$ cat src/rtl/core/lcdn_pkg.sv
// ----------------------------------------------------------------------------
// lcdn_pkg
// shared types, codes and the power-up table of the 4-bit lcd interface
// ----------------------------------------------------------------------------
package lcdn_pkg;

   localparam int COUNT_WIDTH_DEF = 16;
   localparam int QDEPTH          = 2;
   localparam int INIT_STEPS      = 9;
   localparam int CSR_ADDR_WIDTH  = 4;

   // request kinds
   localparam logic [2:0] CMD_TICK   = 3'd0;
   localparam logic [2:0] CMD_NIBBLE = 3'd1;
   localparam logic [2:0] CMD_BYTE   = 3'd2;
   localparam logic [2:0] CMD_CHAR   = 3'd3;
   localparam logic [2:0] CMD_CURSOR = 3'd4;
   localparam logic [2:0] CMD_INIT   = 3'd5;

   // register indexes (paddr[3:2])
   localparam logic [1:0] REG_ENABLE_PULSE = 2'd0;
   localparam logic [1:0] REG_CHAR_DELAY   = 2'd1;
   localparam logic [1:0] REG_POWER_WAIT   = 2'd2;

   localparam logic [7:0]  RST_ENABLE_PULSE = 8'd1;
   localparam logic [15:0] RST_CHAR_DELAY   = 16'd46;
   localparam logic [15:0] RST_POWER_WAIT   = 16'd50000;

   localparam logic [7:0] CURSOR_BASE = 8'h80;

   typedef enum logic [5:0] {
      PH_IDLE     = 6'b000001,
      PH_POWER    = 6'b000010,
      PH_HI_FIRST = 6'b000100,
      PH_GAP      = 6'b001000,
      PH_HI_LAST  = 6'b010000,
      PH_POST     = 6'b100000
   } phase_type;

   typedef struct packed {
      logic        tick;
      logic        req;
      logic        init;
      logic        two;
      logic        rs;
      logic        char_dly;
      logic [7:0]  byte_v;
      logic [15:0] dly;
   } op_type;

   typedef struct packed {
      logic [7:0]  val;
      logic [15:0] dly;
      logic        two;
   } init_entry_type;

   function automatic init_entry_type init_entry(input logic [3:0] s);
      init_entry_type e;
      e = '0;
      unique case (s)
         4'd0:    e = '{val: 8'h03, dly: 16'd4100, two: 1'b0};
         4'd1:    e = '{val: 8'h03, dly: 16'd100,  two: 1'b0};
         4'd2:    e = '{val: 8'h03, dly: 16'd100,  two: 1'b0};
         4'd3:    e = '{val: 8'h02, dly: 16'd100,  two: 1'b0};
         4'd4:    e = '{val: 8'h28, dly: 16'd53,   two: 1'b1};
         4'd5:    e = '{val: 8'h08, dly: 16'd53,   two: 1'b1};
         4'd6:    e = '{val: 8'h01, dly: 16'd3000, two: 1'b1};
         4'd7:    e = '{val: 8'h06, dly: 16'd53,   two: 1'b1};
         4'd8:    e = '{val: 8'h0C, dly: 16'd53,   two: 1'b1};
         default: e = '0;
      endcase
      return e;
   endfunction

endpackage

$ cat src/rtl/core/char_lcd_nibble_interface_top.sv
// a request is written into the queue when accepted; its result is registered in the result register
// throughput: one request per cycle while the response side does not stall the result register
// a two-entry queue between decoder and engine and the result register decouple the sides
// reset: synchronous, active high; engine idle, pins low, registers at defaults
// ----------------------------------------------------------------------------
// char_lcd_nibble_interface_top
// 4-bit character lcd interface with register port, decoder and strobe engine
// ----------------------------------------------------------------------------
module char_lcd_nibble_interface_top
   import lcdn_pkg::*;
#(
   parameter int COUNT_WIDTH = COUNT_WIDTH_DEF
)
(
   input  logic                      clock,
   input  logic                      reset,
   input  logic                      req_tvalid,
   output logic                      req_tready,
   input  logic [31:0]               req_tdata,  // value, delay_ticks, row, column
   input  logic [2:0]                req_tuser,  // command
   output logic                      rsp_tvalid,
   input  logic                      rsp_tready,
   output logic [7:0]                rsp_tdata,  // bus_nibble, register_select,
                                                 // enable_pin, busy_res, rejected
   input  logic                      csr_psel,
   input  logic                      csr_penable,
   input  logic                      csr_pwrite,
   input  logic [CSR_ADDR_WIDTH-1:0] csr_paddr,
   input  logic [31:0]               csr_pwdata,
   output logic [31:0]               csr_prdata,
   output logic                      csr_pready
);

   logic [7:0]  enable_pulse_ff;
   logic [15:0] char_delay_ff;
   logic [15:0] power_wait_ff;
   logic        csr_wr;
   logic [1:0]  csr_idx;
   logic        q_valid, q_ready;
   op_type      q_op;

   assign csr_pready = 1'b1;
   assign csr_wr     = csr_psel && csr_penable && csr_pwrite && csr_pready;
   assign csr_idx    = csr_paddr[3:2];

   always_ff @(posedge clock) begin
      if (reset) begin
         enable_pulse_ff <= RST_ENABLE_PULSE;
         char_delay_ff   <= RST_CHAR_DELAY;
         power_wait_ff   <= RST_POWER_WAIT;
      end else if (csr_wr) begin
         unique case (csr_idx)
            REG_ENABLE_PULSE: enable_pulse_ff <= csr_pwdata[7:0];
            REG_CHAR_DELAY:   char_delay_ff   <= csr_pwdata[15:0];
            REG_POWER_WAIT:   power_wait_ff   <= csr_pwdata[15:0];
            default:          enable_pulse_ff <= enable_pulse_ff;
         endcase
      end
   end

   always_comb begin
      unique case (csr_idx)
         REG_ENABLE_PULSE: csr_prdata = {24'd0, enable_pulse_ff};
         REG_CHAR_DELAY:   csr_prdata = {16'd0, char_delay_ff};
         REG_POWER_WAIT:   csr_prdata = {16'd0, power_wait_ff};
         default:          csr_prdata = '0;
      endcase
   end

   lcdn_front u_front (
      .clock      (clock),
      .reset      (reset),
      .req_tvalid (req_tvalid),
      .req_tready (req_tready),
      .req_tdata  (req_tdata),
      .req_tuser  (req_tuser),
      .q_valid    (q_valid),
      .q_ready    (q_ready),
      .q_op       (q_op)
   );

   lcdn_back #(
      .COUNT_WIDTH (COUNT_WIDTH)
   ) u_back (
      .clock               (clock),
      .reset               (reset),
      .q_valid             (q_valid),
      .q_ready             (q_ready),
      .q_op                (q_op),
      .enable_pulse_ticks  (enable_pulse_ff),
      .char_delay_ticks    (char_delay_ff),
      .power_up_wait_ticks (power_wait_ff),
      .rsp_tvalid          (rsp_tvalid),
      .rsp_tready          (rsp_tready),
      .rsp_tdata           (rsp_tdata)
   );

endmodule

$ cat src/rtl/core/lcdn_front.sv
// ----------------------------------------------------------------------------
// lcdn_front
// takes requests, decodes them into operations and queues them for the engine
// ----------------------------------------------------------------------------
module lcdn_front
   import lcdn_pkg::*;
(
   input  logic        clock,
   input  logic        reset,
   input  logic        req_tvalid,
   output logic        req_tready,
   input  logic [31:0] req_tdata,
   input  logic [2:0]  req_tuser,
   output logic        q_valid,
   input  logic        q_ready,
   output op_type      q_op
);

   localparam int PTR_W = $clog2(QDEPTH);
   localparam int CNT_W = $clog2(QDEPTH + 1);

   op_type             q_mem_ff [QDEPTH];
   logic [PTR_W-1:0]   wr_ptr_ff, wr_ptr_in;
   logic [PTR_W-1:0]   rd_ptr_ff, rd_ptr_in;
   logic [CNT_W-1:0]   count_ff, count_in;
   op_type             op_dec;
   logic               push, pop;

   logic [7:0]  value;
   logic [15:0] delay_ticks;
   logic        row;
   logic [5:0]  column;

   assign value       = req_tdata[7:0];
   assign delay_ticks = req_tdata[23:8];
   assign row         = req_tdata[24];
   assign column      = req_tdata[30:25];

   always_comb begin
      op_dec        = '0;
      op_dec.byte_v = value;
      op_dec.dly    = delay_ticks;
      unique case (req_tuser)
         CMD_TICK:   op_dec.tick = 1'b1;
         CMD_NIBBLE: op_dec.req  = 1'b1;
         CMD_BYTE: begin
            op_dec.req = 1'b1;
            op_dec.two = 1'b1;
         end
         CMD_CHAR: begin
            op_dec.req      = 1'b1;
            op_dec.two      = 1'b1;
            op_dec.rs       = 1'b1;
            op_dec.char_dly = 1'b1;
         end
         CMD_CURSOR: begin
            op_dec.req      = 1'b1;
            op_dec.two      = 1'b1;
            op_dec.char_dly = 1'b1;
            op_dec.byte_v   = CURSOR_BASE | {1'b0, row, 6'b0} | {2'b0, column};
         end
         CMD_INIT: begin
            op_dec.req  = 1'b1;
            op_dec.init = 1'b1;
         end
         default: op_dec.tick = 1'b0;
      endcase
   end

   assign req_tready = (count_ff != CNT_W'(QDEPTH));
   assign q_valid    = (count_ff != '0);
   assign q_op       = q_mem_ff[rd_ptr_ff];
   assign push       = req_tvalid && req_tready;
   assign pop        = q_valid && q_ready;

   always_comb begin
      wr_ptr_in = push ? wr_ptr_ff + PTR_W'(1) : wr_ptr_ff;
      rd_ptr_in = pop  ? rd_ptr_ff + PTR_W'(1) : rd_ptr_ff;
      count_in  = count_ff;
      if (push && !pop) begin
         count_in = count_ff + CNT_W'(1);
      end else if (pop && !push) begin
         count_in = count_ff - CNT_W'(1);
      end
   end

   always_ff @(posedge clock) begin
      if (reset) begin
         wr_ptr_ff <= '0;
         rd_ptr_ff <= '0;
         count_ff  <= '0;
      end else begin
         wr_ptr_ff <= wr_ptr_in;
         rd_ptr_ff <= rd_ptr_in;
         count_ff  <= count_in;
      end
   end

   always_ff @(posedge clock) begin
      if (push) begin
         q_mem_ff[wr_ptr_ff] <= op_dec;
      end
   end

endmodule

$ cat src/rtl/core/lcdn_back.sv
// ----------------------------------------------------------------------------
// lcdn_back
// strobe and delay engine, drives the lcd pin levels into the result register
// ----------------------------------------------------------------------------
module lcdn_back
   import lcdn_pkg::*;
#(
   parameter int COUNT_WIDTH = COUNT_WIDTH_DEF
)
(
   input  logic        clock,
   input  logic        reset,
   input  logic        q_valid,
   output logic        q_ready,
   input  op_type      q_op,
   input  logic [7:0]  enable_pulse_ticks,
   input  logic [15:0] char_delay_ticks,
   input  logic [15:0] power_up_wait_ticks,
   output logic        rsp_tvalid,
   input  logic        rsp_tready,
   output logic [7:0]  rsp_tdata
);

   localparam int CMAX = (2 ** COUNT_WIDTH) - 1;

   function automatic logic [COUNT_WIDTH-1:0] sat_count(input logic [15:0] v);
      logic [COUNT_WIDTH-1:0] r;
      if (COUNT_WIDTH >= 16) begin
         r = COUNT_WIDTH'(v);
      end else if (v > 16'(CMAX)) begin
         r = '1;
      end else begin
         r = COUNT_WIDTH'(v);
      end
      return r;
   endfunction

   phase_type              phase_ff, phase_in;
   logic [COUNT_WIDTH-1:0] cnt_ff, cnt_in, cnt_dec, pulse;
   logic [7:0]             held_byte_ff, held_byte_in;
   logic [15:0]            held_post_ff, held_post_in;
   logic [3:0]             init_step_ff, init_step_in;
   logic                   init_active_ff, init_active_in;
   logic [5:0]             pins_ff, pins_in;
   logic                   rej;
   logic                   out_valid_ff;
   logic [7:0]             out_data_ff;
   logic                   pop;

   logic                   do_start, do_end, do_finish, do_init_step;
   logic [7:0]             st_byte;
   logic                   st_two, st_rs;
   logic [15:0]            st_post;
   logic [COUNT_WIDTH-1:0] post_cnt, power_cnt;
   init_entry_type         ient;

   assign q_ready = !out_valid_ff || rsp_tready;
   assign pop     = q_valid && q_ready;

   assign pulse     = (enable_pulse_ticks == 8'd0) ? COUNT_WIDTH'(1)
                                                    : COUNT_WIDTH'(enable_pulse_ticks);
   assign cnt_dec   = (cnt_ff != '0) ? cnt_ff - COUNT_WIDTH'(1) : cnt_ff;
   assign post_cnt  = sat_count(held_post_ff);
   assign power_cnt = sat_count(power_up_wait_ticks);

   always_comb begin
      phase_in       = phase_ff;
      cnt_in         = cnt_ff;
      held_byte_in   = held_byte_ff;
      held_post_in   = held_post_ff;
      init_step_in   = init_step_ff;
      init_active_in = init_active_ff;
      pins_in        = pins_ff;
      rej            = 1'b0;
      do_start       = 1'b0;
      do_end         = 1'b0;
      do_finish      = 1'b0;
      do_init_step   = 1'b0;
      st_byte        = q_op.byte_v;
      st_two         = q_op.two;
      st_rs          = q_op.rs;
      st_post        = q_op.char_dly ? char_delay_ticks : q_op.dly;

      if (q_op.tick) begin
         unique case (phase_ff)
            PH_IDLE: phase_in = PH_IDLE;
            PH_POWER: begin
               cnt_in = cnt_dec;
               if (cnt_dec == '0) begin
                  init_step_in = '0;
                  do_init_step = 1'b1;
               end
            end
            PH_HI_FIRST: begin
               cnt_in = cnt_dec;
               if (cnt_dec == '0) begin
                  pins_in[5] = 1'b0;
                  phase_in   = PH_GAP;
               end
            end
            PH_GAP: begin
               pins_in  = {1'b1, pins_ff[4], held_byte_ff[3:0]};
               cnt_in   = pulse;
               phase_in = PH_HI_LAST;
            end
            PH_HI_LAST: begin
               cnt_in = cnt_dec;
               do_end = (cnt_dec == '0);
            end
            PH_POST: begin
               cnt_in    = cnt_dec;
               do_finish = (cnt_dec == '0);
            end
            default: phase_in = PH_IDLE;
         endcase
      end else if (q_op.req) begin
         if (phase_ff != PH_IDLE) begin
            rej = 1'b1;
         end else if (q_op.init) begin
            init_active_in = 1'b1;
            init_step_in   = '0;
            cnt_in         = power_cnt;
            phase_in       = PH_POWER;
            do_init_step   = (power_cnt == '0);
         end else begin
            do_start = 1'b1;
         end
      end

      if (do_end) begin
         pins_in[5] = 1'b0;
         cnt_in     = post_cnt;
         phase_in   = PH_POST;
         do_finish  = (post_cnt == '0);
      end

      if (do_finish) begin
         if (init_active_ff) begin
            init_step_in = init_step_ff + 4'd1;
            do_init_step = 1'b1;
         end else begin
            phase_in = PH_IDLE;
         end
      end

      ient = init_entry(init_step_in);
      if (do_init_step) begin
         if (init_step_in >= 4'(INIT_STEPS)) begin
            init_active_in = 1'b0;
            phase_in       = PH_IDLE;
         end else begin
            do_start = 1'b1;
            st_byte  = ient.val;
            st_two   = ient.two;
            st_rs    = 1'b0;
            st_post  = ient.dly;
         end
      end

      if (do_start) begin
         held_byte_in = st_byte;
         held_post_in = st_post;
         pins_in      = {1'b1, st_rs, st_two ? st_byte[7:4] : st_byte[3:0]};
         cnt_in       = pulse;
         phase_in     = st_two ? PH_HI_FIRST : PH_HI_LAST;
      end
   end

   always_ff @(posedge clock) begin
      if (reset) begin
         phase_ff       <= PH_IDLE;
         cnt_ff         <= '0;
         held_byte_ff   <= '0;
         held_post_ff   <= '0;
         init_step_ff   <= '0;
         init_active_ff <= 1'b0;
         pins_ff        <= '0;
         out_valid_ff   <= 1'b0;
      end else begin
         if (pop) begin
            phase_ff       <= phase_in;
            cnt_ff         <= cnt_in;
            held_byte_ff   <= held_byte_in;
            held_post_ff   <= held_post_in;
            init_step_ff   <= init_step_in;
            init_active_ff <= init_active_in;
            pins_ff        <= pins_in;
         end
         out_valid_ff <= pop || (out_valid_ff && !rsp_tready);
      end
   end

   always_ff @(posedge clock) begin
      if (pop) begin
         out_data_ff <= {rej, (phase_in != PH_IDLE), pins_in};
      end
   end

   assign rsp_tvalid = out_valid_ff;
   assign rsp_tdata  = out_data_ff;

`ifndef ASSERT_OFF
   a_enable_means_busy: assert property (@(posedge clock) disable iff (reset)
      out_valid_ff && out_data_ff[5] |-> out_data_ff[6])
      else $error("enable high while engine reports idle");

   a_reject_means_busy: assert property (@(posedge clock) disable iff (reset)
      out_valid_ff && out_data_ff[7] |-> out_data_ff[6])
      else $error("request dropped while engine idle");

   a_init_not_idle: assert property (@(posedge clock) disable iff (reset)
      init_active_ff |-> (phase_ff != PH_IDLE))
      else $error("init sequence active with engine idle");

   a_gap_enable_low: assert property (@(posedge clock) disable iff (reset)
      (phase_ff == PH_GAP) |-> !pins_ff[5])
      else $error("enable high between nibbles");
`endif

endmodule

$ cat config.mk
export PLATFORM = sky130hd
export DESIGN_NAME = char_lcd_nibble_interface_top
export DESIGN_NICKNAME = d
export VERILOG_FILES = /design/src/rtl/core/lcdn_pkg.sv /design/src/rtl/core/char_lcd_nibble_interface_top.sv /design/src/rtl/core/lcdn_front.sv /design/src/rtl/core/lcdn_back.sv
export SDC_FILE = /design/constraint.sdc
export NUM_CORES = 1
export LEC_CHECK = 0
export BUFFER_PORTS_ARGS = -buffer_cell sky130_fd_sc_hd__buf_2
export CAP_MARGIN = 20
export CELL_PAD_IN_SITES_DETAIL_PLACEMENT = 0
export CELL_PAD_IN_SITES_GLOBAL_PLACEMENT = 1
export CORE_UTILIZATION = 44
export CTS_CLUSTER_DIAMETER = 50
export DETAILED_ROUTE_END_ITERATION = 7
export PLACE_DENSITY_LB_ADDON = 0.1
export SLEW_MARGIN = 15
export SYNTH_ARGS = -nofsm -noshare
export SYNTH_HDL_FRONTEND = slang
export SYNTH_SLANG_ARGS = --single-unit
$ cat constraint.sdc
create_clock -name clock -period 4.8 [get_ports clock]
set_clock_uncertainty 0.2 [all_clocks]
set_input_delay 0.24 -clock clock [delete_from_list [all_inputs] [get_ports clock]]
set_output_delay 0.24 -clock clock [all_outputs]
set_load 0.01 [all_outputs]
==> results.md <==
- Placeable Area: 19000 um2
- Max Cap Viol: 0
- Final setup TNS: 0 ns
- Max Fclk: 0.221 GHz
- Gp weighted congestion: 0.887
- Final worst path period share: 94.3%
- Vias in the first global route: 6934
- Outcome: finished clean
- Syn Area/Cell: 9.01 um2
- Clk Latency, worst-skew pair: 0.43 ns
- YS warnings: 0
- Clock Path Buffers: 2
- Detail Route Antenna Nets: 0
- Num CTS Buffers: 17
- Placed Cells: 1277
- Total Wirelength: 24.6 mm
- Post-Syn Area: 8640 um2
- Min-delay worst type: in -> reg
- # port buffers: 84
- Mapped Cells: 959
- Relative slew slack: 38.8%
- DRC errors left: 0
- Worst setup EP type: register
- PwrDens: 504 nW/um2
- Cell variety after synth: 77
- FFs w/ async S/R, synth: 0%
- Count leader, synth: nand2_1
- # Post-CTS Setup Buffers: 0
- CTS clk-pin slew, worst paths: 0.07 ns
- Number of enable flip-flop cells after synthesis: 68
- Io pins: 121
- Worst Path Max Fanout: 10
- #FFs+latches synth: 167
- Chip Height: 142 um
- Yosys top cell area share: 23.6%
- Via-to-Cell Ratio: 5.52
- Antenna diode count: 0
- Max-slew violations: 0
- Iteration-0 DRC Markers: 591
- Min Tclk post-route: 4.53 ns
- Nets@finish: 1168
- Hold Violations, Final: 0
- Register area share after synthesis: 46.6%
- Dominant synthesized flop cell: dfxtp_1
- Grt total ovfl: 0
- CTS tree: yes
- Final Hold Slack: 0.0351 ns
- Transition time of the tightest slew-check pin: 0.911 ns
- DRT Pass-1 Iters: 5
- VDD IR-drop max: 0.263 mV
- Post-synth top cells: nand2_1, a21oi_1, dfxtp_1
- Leading area contributor after synthesis: edfxtp_1
- Gr usage total: 25.4%
- Initial Util: 45.6%
- Root Driver: clkbuf_16
- Rows: 50
- Hpwl dp: 17.5 mm
- Routed wire per std cell: 18.1 um
- R2R setup slack: 0.27 ns
- Dpl cell area: 9330 um2
- CP Data Required Time: 4.76 ns
- CP Launch Type: register
- Layout cells sized above 1: 17.9%
- Clock Sinks: 167
- Layout area overhead: 20.9%
- Count of final setup violators: 0
- Finished Layout Cells: 1360
- Fill count: 1790
- CTS H-Tree Depth: 4
- Die Span X: 142 um
- Unrepaired setup endpoints after global routing: no
- Largest net degree at the start of global routing: 58
- Synth area leaders: edfxtp_1, dfxtp_1, a21oi_1
- Static Leak: 4.09 nW
- Final Util: 55.1%
- Initial antenna violation count: 0
- First-pass GRT wire length: 39.1 mm
- Critical path class: reg -> reg
- Die footprint: 20200 um2
- Routed via count: 7508
- Worst Path Arrival: 4.49 ns
- Final Instance Area: 10400 um2
## final timing paths
| kind | start | endpoint | cells past startpoint |
|---|---|---|---|
| worst max-delay path | u_back.cnt_ff[0] | u_back.rsp_tdata[0] | 13 |
| worst min-delay path | req_tvalid | u_front.wr_ptr_ff | 4 |
| worst max register to register | u_back.cnt_ff[0] | u_back.rsp_tdata[0] | 13 |
| worst min register to register | u_back.held_byte_ff[2] | u_back.held_byte_ff[2] | 2 |
## cells by family after synthesis
group | after synthesis | share of synthesized area, %
DFF | 167 | 46.6
other | 2 | 0.0870
muxes | 63 | 7.62
adders and majority gates | 3 | 0.435
xor gates and xnor gates | 10 | 1.01
and+or+nand+nor | 361 | 20.4
AOI/OAI and AO/OA | 270 | 19.2
buffers and inverters | 83 | 4.66
## metrics by stage
stage / total power [mW] / worst slack [ns]
3_3_place_gp: 3.88 / 0.178
6_report: 5.26 / 0.274
4_1_cts: 5.23 / 0.0901
2_1_floorplan: 3.31 / 0.547
3_5_place_dp: 3.88 / 0.129
5_1_grt: 5.57 / 0.0441
## worst max-delay path, cell delays in order, from the launching register on
cell and delay [ns]:
dfxtp_1 0.38, inv_1 0.08, ha_1 0.18, or3b_2 0.57, or4_4 0.60, mux2i_1 0.21, or4b_1 0.48, or3_4 0.36
o41ai_4 0.37, o21ai_1 0.28, a211oi_1 0.25, a21oi_1 0.09, nand2_1 0.12, o21ai_0 0.08
## sequential cells by signal, summed over array words and instances, names as in the netlist, 2 cells and up, named ones only
register and flops:
u_back.held_byte_ff 4, enable_pulse_ff 8, power_wait_ff 16, u_back.rsp_tdata 8, u_front.q_mem_ff 60, char_delay_ff 16
u_back.init_step_ff 4, u_back.held_post_ff 16, u_back.phase_ff 6, u_front.count_ff 2, u_back.cnt_ff 16, u_back.pins_ff 6
## metal layers
layer	share of wire (%)	GRT usage, %	wire [um]	vias to the layer above
li1	-	-	-	3721
met1	50	37.7	12300	3567
met2	44	38.5	10900	202
met3	4.9	3.94	1190	18
met4	1.1	5.77	261	0
met5	0	0	0	-
## cell type report
cell class	instances	area (um2)	area share (%)
Multi-Input combinational cell	724	4300	41.2
Sequential cell	167	4030	38.6
Timing Repair Buffer	165	1170	11.2
Clock buffer	19	443	4.24
Tap cell	260	325	3.12
Clock inverter	13	130	1.25
Inverter	12	45.0	0.431
## layout by cell type (no fill, tap or decap), drive strengths merged, types with 9 or more instances in the layout
cell type	instances
nor2	78
nand2	142
buf	114
nand3	28
a21oi	122
inv	19
nor3	16
mux2	12
clkbuf	19
edfxtp	68
dlygate4sd3	51
a22o	12
or4	9
nor4	20
conb	17
o21ai	67
nand2b	10
o2bb2ai	16
dfxtp	99
or2	9
mux2i	50
## what timing repair did
action / in CTS / in global routing
hold buffers: 51 / 0
endpoints found under the hold margin: 97 / 0
resized for setup: 0 / 6
setup endpoints to repair: 0 / 45
## power by group
group          internal (mW)  switching, mW  leakage (nW)
sequential              1.72          0.146          1.44
combinational          0.792           1.27          2.37
clock                  0.704          0.623         0.273
total                   3.22           2.04          4.09
Note: power is estimated with default switching activity, not from simulation.
